===== src/design/cfi_pkg.sv =====
`default_nettype none
package cfi_pkg;

	localparam int SQRT_STEPS = 32;
	localparam int DIV_STEPS  = 49;
	localparam int DIR_STEPS  = 17;
	localparam int REM_W      = 33;
	localparam int NUM_W      = 49;
	localparam int LEN_W      = 33;

	typedef struct packed {
		logic signed [31:0] normal_x;
		logic signed [31:0] normal_y;
		logic signed [31:0] normal_z;
		logic signed [31:0] point_vel_x;
		logic signed [31:0] point_vel_y;
		logic signed [31:0] point_vel_z;
		logic signed [31:0] normal_impulse;
		logic signed [31:0] denominator;
		logic [17:0]        static_friction;
		logic [17:0]        dynamic_friction;
	} req_t;

	typedef struct packed {
		logic signed [31:0] impulse_x;
		logic signed [31:0] impulse_y;
		logic signed [31:0] impulse_z;
		logic               sticking;
		logic               saturated;
	} rsp_t;

	typedef struct packed {
		logic signed [31:0] ni;
		logic signed [31:0] den;
		logic [17:0]        sf;
		logic [17:0]        df;
	} side_t;

	typedef struct packed {
		logic [63:0]      x;
		logic [63:0]      res;
		logic [2:0][31:0] tmag;
		logic [2:0]       tneg;
		side_t            side;
	} sqrt_t;

	typedef struct packed {
		logic [NUM_W-1:0]           num_r;
		logic [REM_W-1:0]           rem_r;
		logic [NUM_W-1:0]           quo_r;
		logic [2:0][DIR_STEPS-1:0]  num_u;
		logic [2:0][REM_W-1:0]      rem_u;
		logic [2:0][DIR_STEPS-1:0]  quo_u;
		logic [LEN_W-1:0]           len;
		logic [2:0]                 tneg;
		logic                       zero;
		side_t                      side;
	} div_t;

	function automatic logic [31:0] mag32(input logic signed [31:0] a);
		logic [31:0] m;
		m = a;
		return a[31] ? (~m + 32'd1) : m;
	endfunction

	function automatic logic signed [31:0] clamp32(input logic signed [51:0] v);
		if (v > 52'sd2147483647) return 32'sh7fffffff;
		if (v < -52'sd2147483648) return 32'sh80000000;
		return v[31:0];
	endfunction

	// one restoring division step: returns {quotient bit, new remainder}
	function automatic logic [REM_W:0] div_step(input logic [REM_W-1:0] rem,
			input logic b, input logic [REM_W-1:0] dv);
		logic [REM_W+1:0] diff;
		logic             ge;
		diff = {1'b0, rem, b} - {2'b00, dv};
		ge = !diff[REM_W+1];
		return ge ? {1'b1, diff[REM_W-1:0]} : {1'b0, rem[REM_W-2:0], b};
	endfunction

	function automatic div_t to_div(input sqrt_t s);
		div_t d;
		d.len   = s.res[LEN_W-1:0];
		d.num_r = {s.res[LEN_W-1:0], 16'h0000};
		d.rem_r = '0;
		d.quo_r = '0;
		for (int i = 0; i < 3; i++) begin
			d.num_u[i] = {s.tmag[i][0], 16'h0000};
			d.rem_u[i] = {2'b00, s.tmag[i][31:1]};
			d.quo_u[i] = '0;
		end
		d.tneg = s.tneg;
		d.zero = (s.res == 64'd0) || (s.side.den <= 32'sd0);
		d.side = s.side;
		return d;
	endfunction

endpackage
`default_nettype wire


===== src/design/cfi_sqrt_cell.sv =====
`default_nettype none
module cfi_sqrt_cell #(
	parameter int J = 0
) (
	input  wire logic          clk,
	input  wire logic          arst_n,
	input  wire logic          en,
	input  wire logic          in_valid,
	input  cfi_pkg::sqrt_t     in_data,
	output logic               out_valid,
	output cfi_pkg::sqrt_t     out_data
);

	localparam logic [63:0] BIT = 64'h1 << (62 - 2 * J);

	logic           vld_q;
	cfi_pkg::sqrt_t d_q;
	cfi_pkg::sqrt_t nxt;
	logic [63:0]    rb;

	always_comb begin
		nxt = in_data;
		rb  = in_data.res + BIT;
		if (in_data.x >= rb) begin
			nxt.x   = in_data.x - rb;
			nxt.res = (in_data.res >> 1) + BIT;
		end else begin
			nxt.res = in_data.res >> 1;
		end
	end

	always_ff @(posedge clk or negedge arst_n) begin
		if (!arst_n) begin
			vld_q <= 1'b0;
		end else if (en) begin
			vld_q <= in_valid;
		end
	end

	always_ff @(posedge clk) begin
		if (en) begin
			d_q <= nxt;
		end
	end

	assign out_valid = vld_q;
	assign out_data  = d_q;

endmodule
`default_nettype wire


===== config.mk =====
export PLATFORM = sky130hd
export DESIGN_NAME = cfi_sqrt_cell
export DESIGN_NICKNAME = d
export VERILOG_FILES = /design/src/design/cfi_pkg.sv /design/src/design/cfi_sqrt_cell.sv
export SDC_FILE = /design/constraint.sdc
export NUM_CORES = 1
export LEC_CHECK = 0
export ABC_AREA = 1
export BUFFER_PORTS_ARGS = -buffer_cell sky130_fd_sc_hd__buf_2
export CAP_MARGIN = 0
export CORE_AREA = 2 2 257 259
export CTS_CLUSTER_DIAMETER = 30
export CTS_CLUSTER_SIZE = 10
export DETAILED_ROUTE_END_ITERATION = 10
export DIE_AREA = 0 0 259 261
export RECOVER_POWER = 100
export SKIP_LAST_GASP = 1
export SYNTH_ARGS = -nofsm -noshare
export SYNTH_HDL_FRONTEND = slang
export SYNTH_SLANG_ARGS = --single-unit

===== constraint.sdc =====
create_clock -name clk -period 1.1 [get_ports clk]
set_input_delay 0.11 -clock clk [delete_from_list [all_inputs] [get_ports clk]]
set_output_delay 0.11 -clock clk [all_outputs]
set_load 0.05 [all_outputs]

# After elaboration in Yosys (flattened, before gate mapping)

Cells that the tools add are included.

Flip-flop bits (word level): 328
Output and inout port bits: 328
Logic and storage cells: 18

$add $sub $neg: 3
$lt $le $gt $ge: 1
Mux-type cells: 2

Operators with widths:

| cell                                           | count |
|---|---|
| adder 63 x 63 -> 64 bit, second input constant | 1 |
| adder 64 x 63 -> 64 bit, second input constant | 1 |
| greater-or-equal comparator 64 bit             | 1 |
| two-way mux 64 bit                             | 1 |
| subtractor 64 bit                              | 1 |
| two-way mux 63 bit                             | 1 |

# Logic depth before layout (Yosys ltp)

Gate-level depths: netlist of the first run.

Depth after elaboration: 3
Gate-level depth with buffers: 18
Gate-level depth less buffers: 17

# Worst setup path before layout of the first run

No wires, ideal clock.

Path kind: input-to-reg
Start: input in_data[263] (netlist name)
End: register d_q, in the netlist out_data[277], data pin
Library setup time: 0.252 ns
Data arrival time: 1.798 ns
Required time: 0.848 ns
Path slack: -0.950 ns
Stages: 18
Path through: inv_1 > ha_1 > fa_1 > inv_1 > nand3_1 > nand2_2 > nand2_2 > nand2_4 > nand2_2 > nand2_2 > nand2_2 > nand3_2 > nand2_4 > nand2_8 > inv_4 > buf_2 > nand2_1 > nand2_1

RTL lines:

| element              | line                | text |
|---|---|---|
| from (decl)          | cfi_sqrt_cell.sv:9  | `input cfi_pkg::sqrt_t in_data,` |
| to (signal assigned) | cfi_sqrt_cell.sv:42 | `d_q <= nxt;` |
| to (decl)            | cfi_sqrt_cell.sv:17 | `cfi_pkg::sqrt_t d_q;` |

==> run metrics, run 1 <==
switching power ~19 mW; drt total wl ~93000 um; most numerous cell in the Yosys netlist nand2_1; Buf+Inv Stages, Crit Path 5; HPWL Detailed a little over 70000 um; post-synthesis net count approximately 2300; Final Critical Period 1.61 ns; synthesis-to-finish area growth 95.6%; Initial Util 0.262; post-synth top area share 0.576; max frequency 622 MHz; post-synthesis register bit count between 300 and 400; Post-synth top cells nand2_1, inv_1, edfxtp_1; Layout Cells excl Fill 4239; Top FF cell, synth edfxtp_1; critical path endpoint category register; status finished, violations left; Clock Sinks 328; 1st-pass router iterations 5; final core utilization 0.513; unrepaired setup endpoints after global routing yes; final setup margin -0.509 ns; Slew headroom 0.670; cell-internal power 38.0 mW; Worst setup SP type primary input; P_leak about 16 nW; Critical Path Max Stage Delay about 0.29 ns; Die Y ~260 um; Layout Nets ~3700; Die Wd approximately 260 um; final slew viol count 0; Total GRT Usage 0.263; Comb pwr share 0.279; final setup violation count between 600 and 700; syn_area_per_cell roughly 8.9 um^2; Detail Route Antenna Nets 0; H-tree depth 3; vias in the first global route ~19000; die area approximately 68000 um^2; Core Area 65000 um^2; critical path class primary input to register; io pins 659; Flop pwr share 0.280; Clk Latency, worst-skew pair approximately 0.63 ns; total number of vias ~18000; Num CTS Buffers 89; CP max FO 19; number of synthesis warnings 0; Post-Synthesis Cells ~1900; Tightest Pin Transition 0.495 ns; overflow left after global routing 0; routed vias/inst approximately 4.3; DRC viols 0; area leader, netlist edfxtp_1; Worst Skew 0 ns; sequential-to-total area share from yosys stat 0.577; clk buf depth 3; synth top area cells edfxtp_1, nand2_1, inv_1; post-synth cell types 35; Clock Tree Root clkbuf_16; Tcrit/Tclk final 1.46; layout cell share with drive strength beyond 1 0.385; Power Total about 57 mW; Port Buf Inserts between 600 and 700; Worst path slowest cell ha_4; Worst Path Arrival 1.96 ns; number of DRC markers in iteration 0 ~1400; first-pass GRT wire length between 100000 and 150000 um; worst hold-check path type primary input to register; WP data required 1.45 ns; Placed Cells between 3000 and 4000; CTS tree yes; antenna violations before repair 30; clock transition at the registers of the reported paths approximately 0.040 ns; num rows 94; most frequent CP cell nand2_1; sw frac 0.332; gpl congestion roughly 0.99; drt wl/cell between 20 and 25 um; CP Cell Sequence clkbuf_1 > inv_2 > ha_4 > nand2_1 > nor2_2 > nand2_2 > inv_1 > a21oi_2 > nor2_2 > nor2_4 > nand2_8 > inv_16 > buf_12 > nand2_1 > nand2_1; Post-synth ARST share 0.00305; Post-synth EDFFs 327; delay-heaviest family, CP simple AND/OR/NAND/NOR gates; dpl ws -1.33 ns; Fin. Hold Viols 0; pin count of the biggest net entering global routing 34; Mapped Area between 15000 and 20000 um^2; peak supply drop 0.00135 V; Clock Power Share 0.440; Max Cap Viol 0; failing checks setup timing; Pwr Density 1710 nW/um^2
## tightest hold or removal path, delay by kind of cell
kind,cells,cell delay [ns]
buffers and inverters,2,0.14
adder cells (fa/ha/maj),1,0.13
AND/OR/NAND/NOR,1,0.06
AO/OA/AOI/OAI,1,0.05
## placed cells by master, fill, tap and decap left out, drive strengths merged
| cell | n |
|---|---|
| ha | 64 |
| nor4 | 2 |
| mux2 | 1 |
| xor2 | 30 |
| nand4 | 20 |
| inv | 415 |
| o21ai | 8 |
| nand3 | 90 |
| xnor2 | 2 |
| bufinv | 7 |
| nand2 | 768 |
| nor2 | 122 |
| edfxtp | 327 |
| a21oi | 44 |
| nor3 | 10 |
| clkinv | 35 |
| dlygate4sd3 | 330 |
| buf | 876 |
| and2 | 2 |
| clkinvlp | 13 |
| diode | 10 |
| fa | 1 |
| clkbuf | 196 |
| dfrtp | 1 |
| and3 | 1 |
## through the flow
stage | cell area, um^2 | hold slack [ns] | TNS, ns
floorplan | 17100 | -0.186 | -55.83
global placement | 23800 | -0.111 | -80.25
detailed placement | 23800 | -0.111 | -80.56
CTS | 33100 | 0.00589 | -105.55
global route | 33300 | 0.0443 | -150.69
finish | 33400 | 0.0488 | -129.90
## area by class of cell
| type | instances | area [um^2] |
|---|---|---|
| fill | 5926 | 31700 |
| timing repair buffer | 1303 | 11200 |
| sequential | 328 | 9840 |
| multi-input combinational | 1165 | 6710 |
| clock buffer | 99 | 2260 |
| inverter | 408 | 1560 |
| tap | 864 | 1080 |
| clock inverter | 62 | 652 |
| antenna | 10 | 25.0 |
## metal layers
layer  track usage  vias up  wire [um]
met3        0.0758      216       7080
li1              -     8808          -
met4         0.123       30       4850
met1         0.283     8664      33700
met5             0        -        191
met2         0.475      705      46900
## kinds of logic (layout without fill, tap and decap cells)
| kind of cell | count (synthesis) | in the layout | share of synthesized area |
|---|---|---|---|
| other | 0 | 10 | 0 |
| and+or+nand+nor | 1015 | 1015 | 0.245 |
| AOI/OAI and AO/OA | 52 | 52 | 0.0157 |
| adders and majority gates | 65 | 65 | 0.0481 |
| muxes | 1 | 1 | 0.000660 |
| buffers and inverters | 421 | 1872 | 0.0970 |
| xor gates and xnor gates | 32 | 32 | 0.0164 |
| DFF | 328 | 328 | 0.577 |
## state kept, by name, summed over array words and instances (netlist names)
name / count
out_data: 327
out_valid: 1
## repair_timing
item / CTS / global route
pin swaps: 22 / 22
hold buffers: 330 / 0
endpoints found under the setup margin: 394 / 394
gates resized for setup: 827 / 88
setup buffers: 16 / 4
cloned: 2 / 3
hold endpoints to repair: 360 / 0
## final timing paths
path / start / endpoint / slack, ns / depth (start not counted)
max: in_data[240] / out_data[325] / -0.51 / 15
min: in_data[199] / out_data[263] / 0.05 / 5
max reg2reg: out_valid / out_valid / 0.18 / 2
min reg2reg: out_valid / out_valid / 0.67 / 2
max in group asynchronous: arst_n / out_valid / 0.66 / 3
min in group asynchronous: arst_n / out_valid / 0.34 / 3
## power groups by stage
stage	clock network, mW	logic (mW)	registers, mW
after floorplan	0	3.22	19.9
after global placement	0	12.5	15.8
after detailed placement	0	12.5	15.8
after CTS	25.4	15.6	15.9
after global routing	26.1	16.7	16.0
final	25.1	15.9	16.0
(Power assumes the default switching activity.)
==> inputs of run 2 (changes only) <==
--- a/config.mk
+++ b/config.mk
@@ -18,3 +18,4 @@
 export SYNTH_ARGS = -nofsm -noshare
 export SYNTH_HDL_FRONTEND = slang
 export SYNTH_SLANG_ARGS = --single-unit
+export TNS_END_PERCENT = 1
==> run 2 against run 1 <==
  * Combinational power down 11%
  * Register-to-register slack better by 0.18 ns
  * Flip-flop and latch count unchanged
  * The run still ends with setup timing left
  * Highest routed layer unchanged
==> run metrics, run 2 (synthesis gave the netlist of run 1 again) <==
CP max FO 13; delay-heaviest family, CP simple AND/OR/NAND/NOR gates; first-pass GRT wire length ~120000 um; Clock Sinks approximately 330; CP Cell Sequence clkbuf_1 > inv_1 > ha_4 > nand2_2 > inv_2 > nand2_2 > nor3_4 > nand2_2 > nor3_4 > nand2_4 > nand2_8 > inv_12 > buf_16 > nand2_1 > nand2_1; Clk Latency, worst-skew pair ~0.63 ns; Worst R2R End out_valid; synthesis-to-finish area growth 81.7%; final slew viol count 0; Tcrit/Tclk final 1.44; Worst setup SP type primary input; drt total wl 89700 um; number of flip-flops in the largest register between 300 and 400; Placed Cells around 3700; H-tree depth 3; Core Area 65000 um^2; HPWL Detailed ~70000 um; Clock Tree Root clkbuf_16; overflow left after global routing 0; fill count 6183; num rows 94; clock transition at the registers of the reported paths around 0.04 ns; most common cell after layout, fill and taps aside nand2_1; number of DRC markers in iteration 0 1358; final setup violation count ~560; total number of vias between 15000 and 20000; Die Y between 200 and 300 um; DRC viols 0; Tightest Pin Transition between 0.4 and 0.5 ns; Worst Path Arrival between 1.5 and 2 ns; routed vias/inst between 4 and 5; critical path endpoint category register; Num CTS Buffers 90; critical path class primary input to register; io pins roughly 660; P_leak about 15 nW; Detail Route Antenna Nets 0; Max Cap Viol 0; Initial Util 0.262; Final Critical Period approximately 1.6 ns; gpl congestion between 0.9 and 1; Worst Skew 0 ns; Slew headroom 0.670; Fin. Hold Viols 0; 1st-pass router iterations 7; most frequent cells in the layout nand2_1, buf_2, inv_1; Total GRT Usage 0.255; most frequent CP cell nand2_2; worst hold-check path type primary input to register; final core utilization 0.476; hold path startpoint in_data[294]; pin count of the biggest net entering global routing 55; reg2reg setup slack 0.36 ns; antenna violations before repair 32; failing checks setup timing; die area 67600 um^2; Pwr Density 1780 nW/um^2; vias in the first global route approximately 18000; CTS tree yes; status finished, violations left; worst hold endpoint out_data[294]; Port Buf Inserts around 660; layout cell share with drive strength beyond 1 0.375; multi-input logic area about 6500 um^2; peak supply drop 0.00121 V; WHS Path Cells 5; unrepaired setup endpoints after global routing yes; Sequential Area around 9800 um^2; WP data required between 1 and 1.5 ns; reg2reg start out_valid; Layout Cells excl Fill roughly 4200; max frequency about 630 MHz; reg2reg path depth 1; clk buf depth 3; Die Wd between 200 and 300 um; Buf+Inv Stages, Crit Path 5; Min Hold Slack between 0.04 and 0.05 ns; drt wl/cell ~21 um; Power Total between 50 and 60 mW; Layout Nets 3674; Worst path slowest cell ha_4; final setup margin -0.482 ns; Critical Path Max Stage Delay 0.28 ns
==> run 2: routing by layer <==
layer | track usage | part of all wire | vias up | wire, um
met1 | 0.269 | 0.36 | 8330 | 32300
met4 | 0.138 | 0.060 | 28 | 5400
met2 | 0.456 | 0.49 | 742 | 44400
li1 | - | - | 8779 | -
met5 | 0 | 0.0020 | - | 177
met3 | 0.0789 | 0.084 | 241 | 7500
==> run 2: layout make-up <==
class	instances	share of cell area
timing repair buffer	1285	0.291
tap	864	0.0349
sequential	328	0.318
multi-input combinational	1165	0.209
antenna	15	0.00121
inverter	408	0.0502
clock buffer	99	0.0738
clock inverter	63	0.0225
==> run 2: how the worst max path moves through the flow <==
stage	from	endpoint	slack (ns)	depth (start not counted)
4_1_cts	in_data[261]	out_data[275]	-0.45	13
5_1_grt	in_data[209]	out_data[310]	-0.57	15
3_5_place_dp	in_data[230]	out_data[310]	-1.34	13
3_3_place_gp	in_data[245]	out_data[310]	-1.33	13
6_report	in_data[258]	out_data[284]	-0.48	15
2_1_floorplan	in_data[263]	out_data[318]	-0.86	18
==> run 2: what timing repair did <==
| action | CTS | global route |
|---|---|---|
| buffers inserted | 14 | 3 |
| hold endpoints to repair | 428 | 1 |
| hold buffers | 329 | 1 |
| endpoints found under the setup margin | 394 | 394 |
| gates cloned | 1 | 0 |
| pin swaps | 17 | 7 |
| gates resized for setup | 83 | 109 |
==> run 2: tightest hold or removal path: cells and delay by family <==
family | cells | cell delay [ns]
xor gates and xnor gates | 1 | 0.07
adders and majority gates | 1 | 0.15
buffers and inverters | 1 | 0.10
and+or+nand+nor | 2 | 0.09
==> run 2: power by group <==
| group | internal (mW) | switching [mW] | total (mW) |
|---|---|---|---|
| sequential | 15.2 | 0.394 | 15.6 |
| clock | 16.9 | 8.64 | 25.5 |
| combinational | 4.67 | 9.43 | 14.1 |
==> run 2: stage by stage <==
stage          area [um^2]  setup slack (ns)  setup TNS, ns
6_report             31000            -0.482        -124.85
4_1_cts              30600            -0.452        -124.07
2_1_floorplan        17100            -0.864         -56.05
3_3_place_gp         23700             -1.33         -78.16
3_5_place_dp         23700             -1.34         -78.88
5_1_grt              31000            -0.573        -144.56
==> inputs of run 3 (changes only) <==
--- a/config.mk
+++ b/config.mk
@@ -13,6 +13,7 @@
 export CTS_CLUSTER_SIZE = 10
 export DETAILED_ROUTE_END_ITERATION = 10
 export DIE_AREA = 0 0 259 261
+export MAX_ROUTING_LAYER = met4
 export RECOVER_POWER = 100
 export SKIP_LAST_GASP = 1
 export SYNTH_ARGS = -nofsm -noshare
==> run 3 against run 2 <==
  * The run ends with hold timing, setup timing left
  * First-iteration DRC count is 6.8% lower
  * Design area shrank 0.46%
  * Register-to-register slack about the same
  * Global-route usage rose by 0.91 points
  * Non-clock buffer count shrank 2
  * Power grew 0.16%
  * Sequential share of layout area rose by 0.15 points
  * Fmax decreased by 1.4%
  * Worst setup slack lost 0.022 ns
  * Critical path type unchanged
==> run metrics, run 3 (synthesis gave the netlist of run 1 again) <==
Layout Nets approximately 3700; cell-internal power roughly 37 mW; Crit path depth 17; Port Buf Inserts ~660; delay-heaviest family, CP simple AND/OR/NAND/NOR gates; WP data required 1.46 ns; peak supply drop approximately 0.0013 V; Worst Path Arrival about 2.0 ns; max frequency 623 MHz; vias in the first global route between 15000 and 20000; Pwr Density 1790 nW/um^2; Total GRT Usage 0.265; failing checks hold timing, setup timing; Comb pwr share 0.255; Worst path slowest cell fa_2; antenna violations before repair 27; final setup violation count 524; Critical Path Max Stage Delay approximately 0.40 ns; Clock Tree Root clkbuf_16; crit path launch in_data[263]; final core utilization 0.474; Final Critical Period 1.60 ns; DRC viols 0; H-tree depth 3; final setup margin -0.504 ns; sw frac 0.328; overflow left after global routing 0; Initial Util 0.262; number of DRC markers in iteration 0 1266; Clock Power Share 0.462; clk buf depth 3; Tcrit/Tclk final 1.46; setup TNS -122.78 ns; reg2reg start out_valid; Worst Skew 0 ns; most frequent cells in the layout nand2_1, buf_2, inv_1; Num CTS Buffers a little under 90; most common cell after layout, fill and taps aside nand2_1; CP max FO 3; io pins 659; Slew headroom 0.683; drt wl/cell 21.4 um; reg2reg path depth 1; gpl congestion about 1; Clk Latency, worst-skew pair 0.61 ns; Die Y 261 um; Worst setup SP type primary input; critical path endpoint category register; die area 67600 um^2; switching power 18.1 mW; CTS tree yes; Clock Sinks 328; first-pass GRT wire length between 100000 and 150000 um; number of hold buffers added after CTS 329; HPWL Detailed between 70000 and 80000 um; Core Area approximately 65000 um^2; Buf+Inv Stages, Crit Path 4; Max Cap Viol 0; Fin. Hold Viols 1; Tightest Pin Transition around 0.47 ns; status finished, violations left; Worst R2R End out_valid; CP Cell Sequence buf_8 > inv_12 > ha_4 > fa_2 > inv_2 > nand3_2 > nand2_2 > buf_4 > nand2_1 > nand2_1 > nand2_1 > nand3_2 > nand2_1 > nand2_1 > nand2_1 > nand3_1 > nand2_1; Detail Route Antenna Nets 0; Critical Path End out_data[301]; number of flip-flops in the largest register 327; clock transition at the registers of the reported paths roughly 0.040 ns; drt total wl 90500 um; layout cell share with drive strength beyond 1 0.363; P_leak between 15 and 20 nW; worst hold-check path type primary input to register; total number of vias 18100; synthesis-to-finish area growth 80.9%; routed vias/inst 4.28; 1st-pass router iterations 5; Min Hold Slack -0.155 ns; Die Wd ~260 um; most frequent CP cell nand2_1; unrepaired setup endpoints after global routing yes; critical path class primary input to register; final slew viol count 0; reg2reg setup slack between 0.3 and 0.4 ns; pin count of the biggest net entering global routing 30; Flop pwr share 0.282; num rows 94
run 3: cell count changes in the layout (fill, tap and decap cells not counted), moves of 6 or more:
cell,previous run,this run
clkbuf_1,67,75
nor2_2,38,29
ha_1,19,25
clkinvlp_4,8,14
buf_4,270,263
nor2_1,73,87
run 3: power groups by stage:
| stage | Clock, mW | Sequential [mW] | Combinational, mW |
|---|---|---|---|
| finish | 25.6 | 15.6 | 14.1 |
| global placement | 0 | 15.8 | 12.5 |
| detailed placement | 0 | 15.8 | 12.6 |
| global route | 26.5 | 15.7 | 14.9 |
| floorplan | 0 | 19.9 | 3.21 |
| CTS | 25.9 | 15.6 | 13.9 |
run 3: layout make-up:
| type | count | area [um^2] |
|---|---|---|
| repair inverters | 1 | 11.3 |
| well taps | 864 | 1080 |
| diodes | 18 | 45.0 |
| fillers | 6185 | 34200 |
| clock inverters | 63 | 682 |
| clock buffers | 99 | 2260 |
| repair buffers | 1283 | 9040 |
| flip-flops and latches | 328 | 9840 |
| inverters | 408 | 1560 |
| multi-input cells | 1165 | 6320 |
run 3: worst min-delay path by stage:
stage | from | endpoint | cells after the start | slack (ns)
after floorplan | arst_n | out_valid | 0 | -0.19
after global placement | arst_n | out_valid | 1 | -0.11
after detailed placement | arst_n | out_valid | 1 | -0.10
after CTS | in_data[279] | out_data[279] | 3 | -0.18
after global routing | in_data[279] | out_data[279] | 3 | -0.11
final | in_data[279] | out_data[279] | 3 | -0.15
run 3: worst min-delay path: stages:
cell and delay, ns:
buf_2 0.11, nand2_1 0.05, nand2_1 0.05
run 3: layer usage:
metal	GRT usage	wire, um	vias up
met3	0.0685	6370	173
li1	-	-	8787
met2	0.457	45100	726
met5	-	0	-
met4	0.133	5050	0
met1	0.280	33900	8421
run 3: what timing repair did:
item,in CTS,in global routing
pin swaps,16,12
endpoints found under the setup margin,394,394
gates cloned,0,3
hold endpoints to repair,378,1
gates resized for setup,102,50
setup buffers,8,2
run 3: stage by stage:
stage,instances,total power [mW],area (um^2),setup WS [ns]
floorplan,1914,23.1,17100,-0.864
global placement,3707,28.3,23800,-1.41
detailed placement,3707,28.3,23800,-1.41
CTS,4206,55.4,30600,-0.448
global route,4229,57.1,30800,-0.626
finish,4229,55.4,30800,-0.504
