### src/design/cfi_pkg.sv
`default_nettype none
package cfi_pkg;

	localparam int SQRT_STEPS = 32;
	localparam int DIV_STEPS  = 49;
	localparam int DIR_STEPS  = 17;
	localparam int REM_W      = 33;
	localparam int NUM_W      = 49;
	localparam int LEN_W      = 33;

	typedef struct packed {
		logic signed [31:0] normal_x;
		logic signed [31:0] normal_y;
		logic signed [31:0] normal_z;
		logic signed [31:0] point_vel_x;
		logic signed [31:0] point_vel_y;
		logic signed [31:0] point_vel_z;
		logic signed [31:0] normal_impulse;
		logic signed [31:0] denominator;
		logic [17:0]        static_friction;
		logic [17:0]        dynamic_friction;
	} req_t;

	typedef struct packed {
		logic signed [31:0] impulse_x;
		logic signed [31:0] impulse_y;
		logic signed [31:0] impulse_z;
		logic               sticking;
		logic               saturated;
	} rsp_t;

	typedef struct packed {
		logic signed [31:0] ni;
		logic signed [31:0] den;
		logic [17:0]        sf;
		logic [17:0]        df;
	} side_t;

	typedef struct packed {
		logic [63:0]      x;
		logic [63:0]      res;
		logic [2:0][31:0] tmag;
		logic [2:0]       tneg;
		side_t            side;
	} sqrt_t;

	typedef struct packed {
		logic [NUM_W-1:0]           num_r;
		logic [REM_W-1:0]           rem_r;
		logic [NUM_W-1:0]           quo_r;
		logic [2:0][DIR_STEPS-1:0]  num_u;
		logic [2:0][REM_W-1:0]      rem_u;
		logic [2:0][DIR_STEPS-1:0]  quo_u;
		logic [LEN_W-1:0]           len;
		logic [2:0]                 tneg;
		logic                       zero;
		side_t                      side;
	} div_t;

	function automatic logic [31:0] mag32(input logic signed [31:0] a);
		logic [31:0] m;
		m = a;
		return a[31] ? (~m + 32'd1) : m;
	endfunction

	function automatic logic signed [31:0] clamp32(input logic signed [51:0] v);
		if (v > 52'sd2147483647) return 32'sh7fffffff;
		if (v < -52'sd2147483648) return 32'sh80000000;
		return v[31:0];
	endfunction

	// one restoring division step: returns {quotient bit, new remainder}
	function automatic logic [REM_W:0] div_step(input logic [REM_W-1:0] rem,
			input logic b, input logic [REM_W-1:0] dv);
		logic [REM_W+1:0] diff;
		logic             ge;
		diff = {1'b0, rem, b} - {2'b00, dv};
		ge = !diff[REM_W+1];
		return ge ? {1'b1, diff[REM_W-1:0]} : {1'b0, rem[REM_W-2:0], b};
	endfunction

	function automatic div_t to_div(input sqrt_t s);
		div_t d;
		d.len   = s.res[LEN_W-1:0];
		d.num_r = {s.res[LEN_W-1:0], 16'h0000};
		d.rem_r = '0;
		d.quo_r = '0;
		for (int i = 0; i < 3; i++) begin
			d.num_u[i] = {s.tmag[i][0], 16'h0000};
			d.rem_u[i] = {2'b00, s.tmag[i][31:1]};
			d.quo_u[i] = '0;
		end
		d.tneg = s.tneg;
		d.zero = (s.res == 64'd0) || (s.side.den <= 32'sd0);
		d.side = s.side;
		return d;
	endfunction

endpackage
`default_nettype wire

### src/design/cfi_div_cell.sv
`default_nettype none
module cfi_div_cell #(
	parameter int J = 0
) (
	input  wire logic          clk,
	input  wire logic          arst_n,
	input  wire logic          en,
	input  wire logic          in_valid,
	input  cfi_pkg::div_t      in_data,
	output logic               out_valid,
	output cfi_pkg::div_t      out_data
);

	localparam int RB = cfi_pkg::NUM_W - 1 - J;

	logic                       vld_q;
	cfi_pkg::div_t              d_q;
	cfi_pkg::div_t              nxt;
	logic [cfi_pkg::REM_W:0]    step_r;

	always_comb begin
		nxt = in_data;
		step_r = cfi_pkg::div_step(in_data.rem_r, in_data.num_r[RB],
			{1'b0, in_data.side.den});
		nxt.rem_r = step_r[cfi_pkg::REM_W-1:0];
		nxt.quo_r = {in_data.quo_r[cfi_pkg::NUM_W-2:0], step_r[cfi_pkg::REM_W]};
	end

	// direction lanes only run in the last steps, their quotient is narrow
	generate
		if (J >= cfi_pkg::DIV_STEPS - cfi_pkg::DIR_STEPS) begin : g_dir
			localparam int UB = cfi_pkg::DIV_STEPS - 1 - J;
			cfi_pkg::div_t              nxt_u;
			logic [cfi_pkg::REM_W:0]    step_u [3];
			always_comb begin
				nxt_u = nxt;
				for (int i = 0; i < 3; i++) begin
					step_u[i] = cfi_pkg::div_step(in_data.rem_u[i], in_data.num_u[i][UB],
						in_data.len);
					nxt_u.rem_u[i] = step_u[i][cfi_pkg::REM_W-1:0];
					nxt_u.quo_u[i] = {in_data.quo_u[i][cfi_pkg::DIR_STEPS-2:0],
						step_u[i][cfi_pkg::REM_W]};
				end
			end
			always_ff @(posedge clk) begin
				if (en) begin
					d_q <= nxt_u;
				end
			end
		end else begin : g_pass
			always_ff @(posedge clk) begin
				if (en) begin
					d_q <= nxt;
				end
			end
		end
	endgenerate

	always_ff @(posedge clk or negedge arst_n) begin
		if (!arst_n) begin
			vld_q <= 1'b0;
		end else if (en) begin
			vld_q <= in_valid;
		end
	end

	assign out_valid = vld_q;
	assign out_data  = d_q;

	a_rem_below_den: assert property (@(posedge clk) disable iff (!arst_n)
		vld_q && !d_q.zero |-> d_q.rem_r < {1'b0, d_q.side.den})
		else $error("rate remainder not below denominator");

	a_rem_below_len: assert property (@(posedge clk) disable iff (!arst_n)
		vld_q && !d_q.zero |-> d_q.rem_u[0] < d_q.len)
		else $error("direction remainder not below length");

endmodule
`default_nettype wire

### config.mk
export PLATFORM = sky130hd
export DESIGN_NAME = cfi_div_cell
export DESIGN_NICKNAME = d
export VERILOG_FILES = /design/src/design/cfi_pkg.sv /design/src/design/cfi_div_cell.sv
export SDC_FILE = /design/constraint.sdc
export NUM_CORES = 1
export LEC_CHECK = 0
export BUFFER_PORTS_ARGS = -buffer_cell sky130_fd_sc_hd__buf_2
export CAP_MARGIN = 20
export CORE_AREA = 5 5 363 365
export DETAILED_ROUTE_END_ITERATION = 6
export DIE_AREA = 0 0 368 370
export GPL_ROUTABILITY_DRIVEN = 0
export PLACE_DENSITY = 0.36
export SETUP_SLACK_MARGIN = 0.15
export SLEW_MARGIN = 5
export SYNTH_ARGS = -nofsm -noshare
export SYNTH_HDL_FRONTEND = slang
export SYNTH_SLANG_ARGS = --single-unit
export TNS_END_PERCENT = 5
### constraint.sdc
create_clock -name clk -period 0.9 [get_ports clk]
set_input_delay 0.135 -clock clk [delete_from_list [all_inputs] [get_ports clk]]
set_output_delay 0.135 -clock clk [all_outputs]
set_load 0.02 [all_outputs]
# Yosys cells after proc, flatten, opt, wreduce, memory -nomap -nowiden

Index checks and enable logic that the tools add are counted.

Flip-flop bits (word level): 470
Input port bits: 473
Output and inout bits: 470
Logic and storage cells: 22

$add $sub $neg: 1
Muxes and demuxes: 1

Operators with widths:

| kind           | number |
|---|---|
| $sub 34x32->35 | 1 |
| $mux 34        | 1 |

# Longest topological paths before layout

Gate-level depths: netlist (run 1).

Word-level depth: 2
Gate-level depth with buffers: 13
Mapped depth without buffers: 12

# Least setup slack after synthesis (run 1)

No wires, ideal clock.

Path kind: in2reg
From: input in_data[468] (netlist bit)
To: register d_q, in the netlist out_data[419] (data pin)
Setup time: 260 ps
Arrival time: 2312 ps
Data required time: 640 ps
Setup slack: -1672 ps
Cell stages on the path: 12
Path buffers: 0
Cells stage by stage: inv_1 ha_1 inv_1 fa_1 a21o_1 a311oi_2 nor2_1 a311o_2 a21oi_2 o31ai_1 o21ai_1 mux2_2

Longest elaborated chain between the ends: 2

Ends and longest elaborated chain:

| what                   | RTL line           | source |
|---|---|---|
| start: declaration     | cfi_div_cell.sv:9  | `input cfi_pkg::div_t in_data,` |
| $sub 34x32->35         | cfi_pkg.sv:77      | `diff = {1'b0, rem, b} - {2'b00, dv};` |
| $mux 34                | cfi_pkg.sv:79      | `return ge ? {1'b1, diff[REM_W-1:0]} : {1'b0, rem[REM_W-2:0], b};` |
| net step_r, one bit    | cfi_div_cell.sv:19 | `logic [cfi_pkg::REM_W:0] step_r;` |
| end signal: assignment | cfi_div_cell.sv:53 | `d_q <= nxt;` |
| end: declaration       | cfi_div_cell.sv:17 | `cfi_pkg::div_t d_q;` |

The timed path passes the listed nets, and every way through them passes these cells.
A chain may end at the register's enable or synchronous reset.

# Final worst setup path (run 1)

From: input in_data[36] (netlist bit)
To: register d_q, in the netlist out_data[419] (data pin)

Same word-level chain as after synthesis.

==> results.txt, run 1 <==
- The total overflow left after global routing is 0.
* Final number of max-transition violations: 0
- Crit-path max FO: 3
* Number of hold buffers added after cts: 469
- For this run, the post-layout net count is 2978.
* Maximum single-stage delay on the critical path: 0.39 ns
- CORE AREA: 128000 um^2
- Setup repair after global routing missed its margin: true
- The number of antenna violations at the first check in global routing is 20.
* Post-synthesis sequential area ratio: 85.2%
* Most area-hungry cell type in the Yosys netlist: edfxtp_1
- Most common cell in the netlist: edfxtp_1
- Counting flops with an async set or reset pin after synthesis yields a share of 0.213%.
* Post-synthesis net count: 1343
- Hold crit path type: in -> reg
* Number of design-rule violations left by the first detailed-router iteration: 696
* H-Tree Level Count: 2
* Reg clk slew, reported paths: 0.05 ns
- In the synthesized netlist, the number of instances is 837.
* #FFs+latches synth: 470
- In the global route stage, overall resource usage came out at 11.5%.
- FF+latch area: 14100 um^2
- The floorplan has 132 rows.
* Drc violations: 0
* Total count of hold-check failures in the final report: 4
- Vias after detailed routing: 14378
* Most common flop cell mapped by yosys: edfxtp_1
- Final worst path period share: 233%
* Result of the run: finished with violations
* Launching element type of the critical path: input port
- Timing-limited maximum frequency: 477 MHz
- CP Cell Sequence: buf_2, ha_4, inv_2, fa_2, a21o_1, a311oi_4, nor2_2, a311o_2, a21oi_2, o31ai_1, o21ai_1, mux2_4
* Reg2reg path depth: 1
- Worst hold margin: -0.129 ns
- Post-synth design cell area: 16600 um^2
- Sorting the synthesized cells by area gives the leading types as edfxtp_1 (85%), ha_1 (2.4%), a21oi_1 (1.5%).
- Detailed-route wire length per cell: 19.9 um
- The floorplan step set the die width to 368 um.
* TritonCTS clock tree: yes
* Area enclosed by the die boundary: 136000 um^2
- Post-detail-place hpwl: 67800 um
- In this run, synthesis inferred 469 flip-flops with an integrated enable.
* Least-Margin Pin Slew: 0.392 ns
- Counting the buffers created by CTS gives 59.
- Hold Path Stages: 2
- Initial Util: 12.9%
- Largest net degree at the start of global routing: 46
- In this run the remaining antenna-violating nets after routing total 0.
- Violated checks: negative hold slack, negative setup slack
- Max-cap violations in this run came to 0.
- Maximum count of clock buffers along a single path: 3
* Worst-path cell with the longest stage delay: a311o_2
* Number of global-route vias before repair: 15451
- Pin placement for this block handled 943 I/O pins.
* Total Wirelength: 83600 um
- The commonest cells after synthesis are edfxtp_1 (469), a21oi_1 (50), nor2_1 (41).
- After detailed routing, the number of vias per cell comes to 3.42.
- The tree is rooted in a clkbuf_16.
* Die Height: 370 um
- Average footprint of a synthesized cell: 19.8 um^2
* Filler cell count in the final layout: 13435
- After layout, the worst setup slack is -1.20 ns.
- Area share of the leading cell type in the synthesized netlist: 85.1%
- For the final database, setup skew stands at 0 ns.
- The multi-input combinational cells in the finished layout cover a total of 2480 um^2.
- Max VDD drop: 1.37 mV
- For the final routed database, the setup TNS stands at -231.76 ns.
- From synthesis to final layout, the design area changed by 98.3%.
* Critical path data arrival time: 2.47 ns
- Headroom to the max-slew limit: 73.8%
* Element type at the critical path end: register
* WP data required: 1.27 ns
- Final count of negative-setup-slack endpoints: 504
* Later-pin clock latency in the skew report: 0.63 ns
- Critical path class: in -> reg
- Share of final-layout standard cells stronger than drive strength 1: 50.2%
- The clock drives 470 sinks.
- Power density over cell area: 1930 nW/um^2
- Warnings, synthesis: 0
- Synthesis instantiated 53 different standard cells from the library.
- DR pass1 iterations: 5
- First-pass GRT wire length: 113000 um
- Final critical-path required period: 2.10 ns
- For this design the static power due to leakage is 13.8 nW.
- I/O Buffers: 941
-- through the flow --
stage	worst slack, ns	instances	util, %	area (um^2)	power [W]
final	-1.20	4200	25.5	32800	0.0634
after global routing	-1.26	4196	25.5	32800	0.0662
after global placement	-2.16	3610	19.3	24800	0.0370
after floorplan	-1.61	837	-	16600	0.0312
after CTS	-1.20	4195	25.3	32500	0.0645
after detailed placement	-2.16	3610	19.3	24800	0.0370
-- power by group --
part | switching (W) | internal (W)
clock | 0.00976 | 0.0143
combinational | 0.00643 | 0.00578
sequential | 0.000824 | 0.0263
-- path summary, 6_finish.rpt --
check / slack (ns) / from / end
worst max-delay path: -1.20 / in_data[36] / out_data[419]
worst min-delay path: -0.13 / in_data[387] / out_data[388]
worst max register to register: 0.13 / out_valid / out_valid
worst min register to register: 0.56 / out_valid / out_valid
max in group asynchronous: 0.34 / arst_n / out_valid
min in group asynchronous: 0.41 / arst_n / out_valid
-- final cells by class --
class	count	share of cell area (%)
multi-input cells	312	7.54
clock inverters	34	1.21
clock buffers	76	4.76
diodes	4	0.0305
inverters	40	0.465
flip-flops and latches	470	43.0
well taps	1675	6.38
repair buffers	1589	36.6
-- layout by cell type (no fill, tap or decap), types with 4 or more instances in the layout --
| cell | count |
|---|---|
| nand2b_1 | 6 |
| and3_1 | 6 |
| inv_1 | 37 |
| xor2_1 | 8 |
| buf_8 | 5 |
| edfxtp_1 | 469 |
| buf_2 | 774 |
| buf_12 | 16 |
| nand3_1 | 11 |
| clkbuf_16 | 60 |
| dlygate4sd3_1 | 468 |
| clkinv_2 | 9 |
| nor2b_1 | 4 |
| xnor2_1 | 16 |
| nand2_1 | 30 |
| o211ai_1 | 6 |
| buf_6 | 165 |
| clkinv_1 | 9 |
| diode_2 | 4 |
| ha_1 | 23 |
| mux2_2 | 6 |
| a31oi_1 | 5 |
| mux2_4 | 6 |
| a21oi_4 | 4 |
| clkbuf_1 | 16 |
| a21oi_1 | 43 |
| buf_4 | 158 |
| bufinv_16 | 7 |
| a21o_1 | 19 |
| ha_4 | 8 |
| a21oi_2 | 7 |
| o21ai_0 | 11 |
| nor2_1 | 35 |
-- logic make-up after synthesis --
group           Yosys count  share of synthesized area [%]
xor+xnor                 25                           1.32
flops                   470                           85.2
simple gates            113                           3.27
fa+ha+maj                33                           2.54
buf+inv                  55                           1.46
mux                      14                           1.03
compound gates          127                           5.17
-- state kept, by name (all words and copies together) (netlist names) --
register / cells
out_data: 469
out_valid: 1
-- critical path: cells and delay by family --
family | cells | cell delay (ns)
simple gates | 1 | 0.07
fa+ha+maj | 2 | 0.48
compound gates | 6 | 1.31
buf+inv | 2 | 0.15
mux | 1 | 0.31
-- routing by layer --
metal  vias to the layer above  global-route usage, %  routed length, um
li1                       6544                      -                  -
met1                      7145                   13.3              32500
met2                       563                   20.3              42000
met3                       108                   3.95               6780
met4                        18                   2.98               2220
met5                         -                      0                 96
-- what timing repair did --
item                                   4_1_cts  5_1_grt
setup endpoints to repair                  505      513
gates resized for setup                    311       74
setup buffers                                6        1
endpoints found under the hold margin      506        6
pin swaps                                    9        6
Power figures use the tool's default switching activity.
==> inputs of run 2 (changes only) <==
- PLACE_DENSITY: 0.36 -> 0.42
==> results.txt, run 2 (same netlist as run 1, synthesis figures left out) <==
* Setup repair after global routing missed its margin: true
- The fraction of final layout cells sized beyond drive strength 1 is 50.2% (about the same).
- Headroom to the max-slew limit: 70.6% (-3.2 points)
* Global route total overflow: 0 (unchanged)
- Total Wirelength: 89200 um (+6.7%)
* Number of antenna violations at the first check in global routing: 23 (+15%)
* Reg clk slew, reported paths: 0.06 ns (about the same)
- Post-detail-place hpwl: 70900 um (+4.6%)
- The worst clock skew was 0 ns (unchanged).
- The number of buffers created by CTS was 57 (-3.4%).
* Final worst path period share: 239% (+6.0 points)
- The post-detailed-route via-to-cell ratio was 3.38 (-1.2%).
- The number of buffer cells added on primary ports is 941 (unchanged).
* WP data required: 1.30 ns (+0.03 ns)
- Timing-limited maximum frequency: 465 MHz (-2.5%)
* Reg-to-Reg End: out_valid
* Drc violations: 0 (unchanged)
- Number of nets in the layout: 2989 (+0.37%)
- Maximum single-stage delay on the critical path: 0.34 ns (-0.05 ns)
* Number of rows created at floorplan: 132 (unchanged)
* Antenna-violating nets left: 0 (unchanged)
- Final count of negative-setup-slack endpoints: 504 (unchanged)
* Largest net degree at the start of global routing: 31 (-33%)
- The final count of hold timing violations came to 12 (+8).
* Worst setup path start: in_data[468]
* Critical path class: in -> reg
- Post-Place Worst Slack: -2.16 ns (-0.00182 ns)
- The horizontal die dimension is 368 um (unchanged).
- The first-pass GRT wire length is 118000 um (+4.3%).
- Setup slack on the worst flop-to-flop path: 0.11 ns (-0.02 ns)
- The number of fill cells came to 13451 (+0.12%).
* Die Height: 370 um (unchanged)
* Power density over cell area: 1910 nW/um^2 (-1.1%)
- TritonCTS built the clock tree.
* # IOs: 943 (unchanged)
* Number of maximum-capacitance violations: 0 (unchanged)
- The library cell used most frequently in the layout, excluding fill and tap cells, is buf_2.
- Worst-path cell with the longest stage delay: fa_2
* Clock sink total: 470 (unchanged)
- Cell count after placement: 3604 (-0.17%)
* Crit-path max FO: 4 (+1)
- Critical path data arrival time: 2.55 ns (+0.08 ns)
- The worst hold-check slack is -0.121 ns (+0.00793 ns).
- The post-cts hold buffer count is 475 (+1.3%).
- In this run the worst setup path terminates at out_data[419].
- Leakage power summed over all cells: 13.9 nW (+0.67%)
- DR pass1 iterations: 4 (-1)
* R2R Path Start: out_valid
* Number of global-route vias before repair: 15292 (-1.0%)
- Final Instance Area: 33000 um^2 (+0.46%)
* Reg2reg path depth: 1 (unchanged)
- Walking the worst path, the cells encountered are buf_8, inv_4, ha_4, inv_2, fa_2, a21o_1, a311oi_2, buf_4, nand4bb_4, a21oi_4, o21ai_4, a21oi_4, buf_6, buf_6, nor2b_1, mux2_4.
- Post-route insts no fill: 4208 (+0.19%)
- The minimum period implied by the final worst setup slack is 2.15 ns (+0.0539 ns).
- Final number of max-transition violations: 0 (unchanged)
* CORE AREA: 128000 um^2 (unchanged)
- Largest register FFs: 469 (unchanged)
- Area added between synthesis and finish: 99.2%
* Launching element type of the critical path: input port
- The worst path setup slack after routing came to -1.25 ns (-0.0539 ns).
- The worst hold path belongs to the class in -> reg.
- The starting density of the core was 12.9% (unchanged).
- STA classifies the critical path endpoint as a register.
- Post-place instance area: 24700 um^2 (-0.33%)
- Later-pin clock latency in the skew report: 0.65 ns (+0.02 ns)
- Setup TNS: -239.36 ns (-7.60 ns)
- Violated checks: negative hold slack, negative setup slack
- Clock tree synthesis selected as its root buffer the cell clkbuf_16.
- The die area was 136000 um^2 (unchanged).
* Max VDD drop: 1.57 mV (+14%)
- The count of routing violations after the opening detailed-route iteration is 695 (-0.14%).
* Total GRT Usage: 12.4% (+0.85 points)
* Maximum count of clock buffers along a single path: 3 (unchanged)
- H-Tree Level Count: 2 (unchanged)
* Vias after detailed routing: 14233 (-1.0%)
- Detailed-route wire length per cell: 21.2 um (+6.5%)
* Result of the run: finished with violations
- Highest-count cells in the layout ignoring fill and taps: buf_2 (754), dlygate4sd3_1 (471), edfxtp_1 (469)
* Least-Margin Pin Slew: 0.437 ns (+0.0460 ns)
==> run 2: report_power, final <==
group	total [W]	switching, W	internal (W)
combinational	0.0125	0.00662	0.00590
sequential	0.0271	0.000835	0.0263
clock	0.0233	0.00980	0.0135
total	0.0629	0.0173	0.0457
==> run 2: critical path: cells and delay by family <==
family	cells	cell delay [ns]
AOI/OAI and AO/OA	5	0.79
adders and majority gates	2	0.47
buffers and inverters	6	0.62
muxes	1	0.25
and+or+nand+nor	2	0.27
==> run 2: how the worst min path moves through the flow <==
| stage | slack, ns | start | depth (start not counted) | endpoint |
|---|---|---|---|---|
| floorplan | -0.16 | arst_n | 0 | out_valid |
| global placement | -0.08 | arst_n | 1 | out_valid |
| detailed placement | -0.09 | arst_n | 1 | out_valid |
| CTS | -0.24 | in_data[387] | 2 | out_data[388] |
| global route | -0.18 | in_data[387] | 2 | out_data[388] |
| finish | -0.12 | in_data[387] | 2 | out_data[388] |
==> run 2: per-stage QoR <==
stage | util (%) | power [W]
detailed placement | 19.2 | 0.0370
global route | 25.7 | 0.0658
floorplan | - | 0.0312
global placement | 19.2 | 0.0370
finish | 25.7 | 0.0629
CTS | 25.4 | 0.0640
==> run 2: repair_timing <==
action / CTS / global route
pin swaps: 11 / 17
cloned: 2 / 0
resized for setup: 363 / 76
endpoints found under the hold margin: 496 / 13
setup endpoints to repair: 505 / 527
buffers inserted: 12 / 6
==> run 2: metal layers <==
layer  vias to the layer above  share of wire (%)  track usage (%)  routed length (um)
met5                         -               0.13                0                 115
met4                        18                3.7             4.45                3270
met3                       120                8.6             4.61                7640
met2                       586                 49             21.0               43300
met1                      6954                 39             14.2               34800
li1                       6555                  -                -                   -
==> run 2: final cells by class <==
class / instances / area [um^2] / area share [%]
flip-flops and latches: 470 / 14100 / 42.8
well taps: 1675 / 2100 / 6.36
repair buffers: 1602 / 12300 / 37.3
diodes: 7 / 17.5 / 0.0531
multi-input cells: 312 / 2420 / 7.35
clock buffers: 67 / 1490 / 4.50
clock inverters: 35 / 384 / 1.16
inverters: 40 / 153 / 0.463
==> inputs of run 3 (changes only) <==
--- a/constraint.sdc
+++ b/constraint.sdc
@@ -3,2 +3,2 @@
 set_output_delay 0.135 -clock clk [all_outputs]
-set_load 0.02 [all_outputs]
+set_load 0.005 [all_outputs]
==> results.txt, run 3 (same netlist as run 1, synthesis figures left out) <==
* Maximum count of clock buffers along a single path: 3 (unchanged)
* Chip width: 368 um (unchanged)
- TritonCTS clock tree: yes
* CORE AREA: 128000 um^2 (unchanged)
- Final worst path period share: 239% (about the same)
* Filler cell count in the final layout: 13547 (+0.71%)
* Die Height: 370 um (unchanged)
* Number of rows created at floorplan: 132 (unchanged)
* Later-pin clock latency in the skew report: 0.64 ns (about the same)
- Drc violations: 0 (unchanged)
* Share of final-layout standard cells stronger than drive strength 1: 50.1% (about the same)
* Detailed-route wire length per cell: 21.2 um (-0.15%)
- Initial Util: 12.9% (unchanged)
* Number of buffers inserted during clock tree synthesis: 57 (unchanged)
- Number of maximum-capacitance violations: 0 (unchanged)
- The largest net degree at the start of global routing came to 31 (unchanged).
* Leakage power summed over all cells: 13.6 nW (-1.9%)
- Area added between synthesis and finish: 94.5%
- Critical path data arrival time: 2.55 ns (about the same)
- Result of the run: finished with violations
- I/O Buffers: 941 (unchanged)
- The worst ir drop on vdd came to 1.55 mV (-1.1%).
- Clock tree synthesis selected as its root buffer the cell clkbuf_16.
- The overall routing resource usage came to 12.3% (-0.026 points).
- The total via count in the routed design is 14246 (+0.091%).
- The post-cts hold buffer count came to 475 (unchanged).
* Final number of max-transition violations: 0 (unchanged)
* Crit-path max FO: 4 (unchanged)
- The worst hold-check slack came to -0.121 ns (-0.000709 ns).
- The checks that failed: negative hold slack, negative setup slack.
- # IOs: 943 (unchanged)
- The post-detailed-route via-to-cell ratio came to 3.39 (about the same).
- The final count of hold timing violations came to 12 (unchanged).
- Number of global-route vias before repair: 15225 (-0.44%)
- Post-detail-place hpwl: 70900 um (unchanged)
- The worst path setup slack after routing is -1.25 ns (-0.000300 ns).
* Critical path class: in -> reg
- FF+latch area: 14100 um^2 (unchanged)
- Number of antenna violations at the first check in global routing: 24 (+4.3%)
- The clock transition time at the flip-flop clock pins of the worst setup and hold paths came to 0.06 ns (about the same).
- Antenna-violating nets left: 0 (unchanged)
- Post-Place Worst Slack: -2.16 ns (unchanged)
- The required arrival time at the worst endpoint is 1.30 ns (about the same).
- The areal power density over the cells came to 1870 nW/um^2 (-2.2%).
- The first-pass GRT wire length is 118000 um (-0.31%).
- The worst slew slack as a fraction of its limit came to 70.5% (about the same).
* Setup TNS: -226.63 ns (+12.73 ns)
* Clock sink total: 470 (unchanged)
* Element type at the critical path end: register
- H-Tree Level Count: 2 (unchanged)
* Least-Margin Pin Slew: 0.438 ns (+0.000842 ns)
* Global route total overflow: 0 (unchanged)
* Hold crit path type: in -> reg
- Number of nets in the layout: 2989 (unchanged)
- The area of the multi-input gates came to 2420 um^2 (-0.10%).
* Post-route clock skew: 0 ns (unchanged)
- Highest-count cells in the layout ignoring fill and taps: buf_2 (879), dlygate4sd3_1 (471), edfxtp_1 (469)
- The final count of negative-setup-slack endpoints came to 504 (unchanged).
* Number of design-rule violations left by the first detailed-router iteration: 723 (+4.0%)
- The first-pass iteration count of the detailed router came to 7 (+3).
- STA classifies the critical path startpoint as an input port.
- Final critical-path required period: 2.15 ns (+0.000300 ns)
- Setup repair after global routing missed its margin: true
- The flip-flop count of the largest register, all copies and words added came to 469 (unchanged).
- Commonest non-fill, non-tap cell in the layout: buf_2
- The die area came to 136000 um^2 (unchanged).
- The highest achievable clock rate is 465 MHz (about the same).
* Total Wirelength: 89000 um (-0.15%)
run 3: cell types whose count changed in the layout (fill, tap and decap cells not counted):
cell and delta:
clkbuf_4 -2, nor2_1 +1, buf_2 +125, nor2_2 -1, buf_6 -123
run 3: path summary, 6_finish.rpt:
kind                       cells past startpoint          from  slack, ns             to
hold reg to reg                                1     out_valid       0.57      out_valid
min in group asynchronous                      3        arst_n       0.34      out_valid
setup reg to reg                               1     out_valid       0.11      out_valid
setup / recovery                              16  in_data[468]      -1.25  out_data[419]
max in group asynchronous                      3        arst_n       0.46      out_valid
hold / removal                                 2  in_data[387]      -0.12  out_data[388]
run 3: worst max-delay path, stage by stage:
cell and delay (ns):
buf_8 0.10, inv_4 0.05, ha_4 0.13, inv_2 0.03
fa_2 0.34, a21o_1 0.19, a311oi_2 0.21, buf_4 0.18
nand4bb_4 0.15, a21oi_4 0.09, o21ai_4 0.19, a21oi_4 0.11
buf_6 0.14, buf_6 0.12, nor2b_1 0.12, mux2_4 0.25
run 3: area by class of cell:
| cell class | count | share of cell area [%] |
|---|---|---|
| clock inverter | 35 | 1.19 |
| sequential | 470 | 43.8 |
| timing repair buffer | 1602 | 35.8 |
| inverter | 40 | 0.474 |
| antenna | 7 | 0.0544 |
| multi-input combinational | 312 | 7.52 |
| tap | 1675 | 6.51 |
| clock buffer | 67 | 4.61 |
run 3: per-layer routing:
metal	GRT usage [%]	wire [um]	share of wire [%]	vias up
met5	0.0712	100	0.11	-
met4	5.40	3980	4.5	16
met3	4.67	7800	8.8	128
met2	20.5	42500	48	589
met1	14.1	34700	39	6958
li1	-	-	-	6555
run 3: power by group:
part	switching (W)	internal, W	total (W)
combinational	0.00457	0.00528	0.00985
sequential	0.000714	0.0263	0.0270
clock	0.00978	0.0135	0.0233
run 3: timing repair:
item                                    in CTS  in global routing
gates resized for setup                    146                 37
cloned                                       2                  0
pin swaps                                   11                 17
setup buffers                               12                  6
endpoints found under the hold margin      496                 13
endpoints found under the setup margin     505                527
run 3: through the flow:
stage / util [%] / instance area (um^2) / total power, W / std cells
6_report: 25.1 / 32200 / 0.0601 / 4208
5_1_grt: 25.1 / 32200 / 0.0630 / 4204
4_1_cts: 24.9 / 32000 / 0.0613 / 4195
3_5_place_dp: 19.2 / 24700 / 0.0349 / 3604
3_3_place_gp: 19.2 / 24700 / 0.0350 / 3604
2_1_floorplan: - / 16600 / 0.0290 / 837
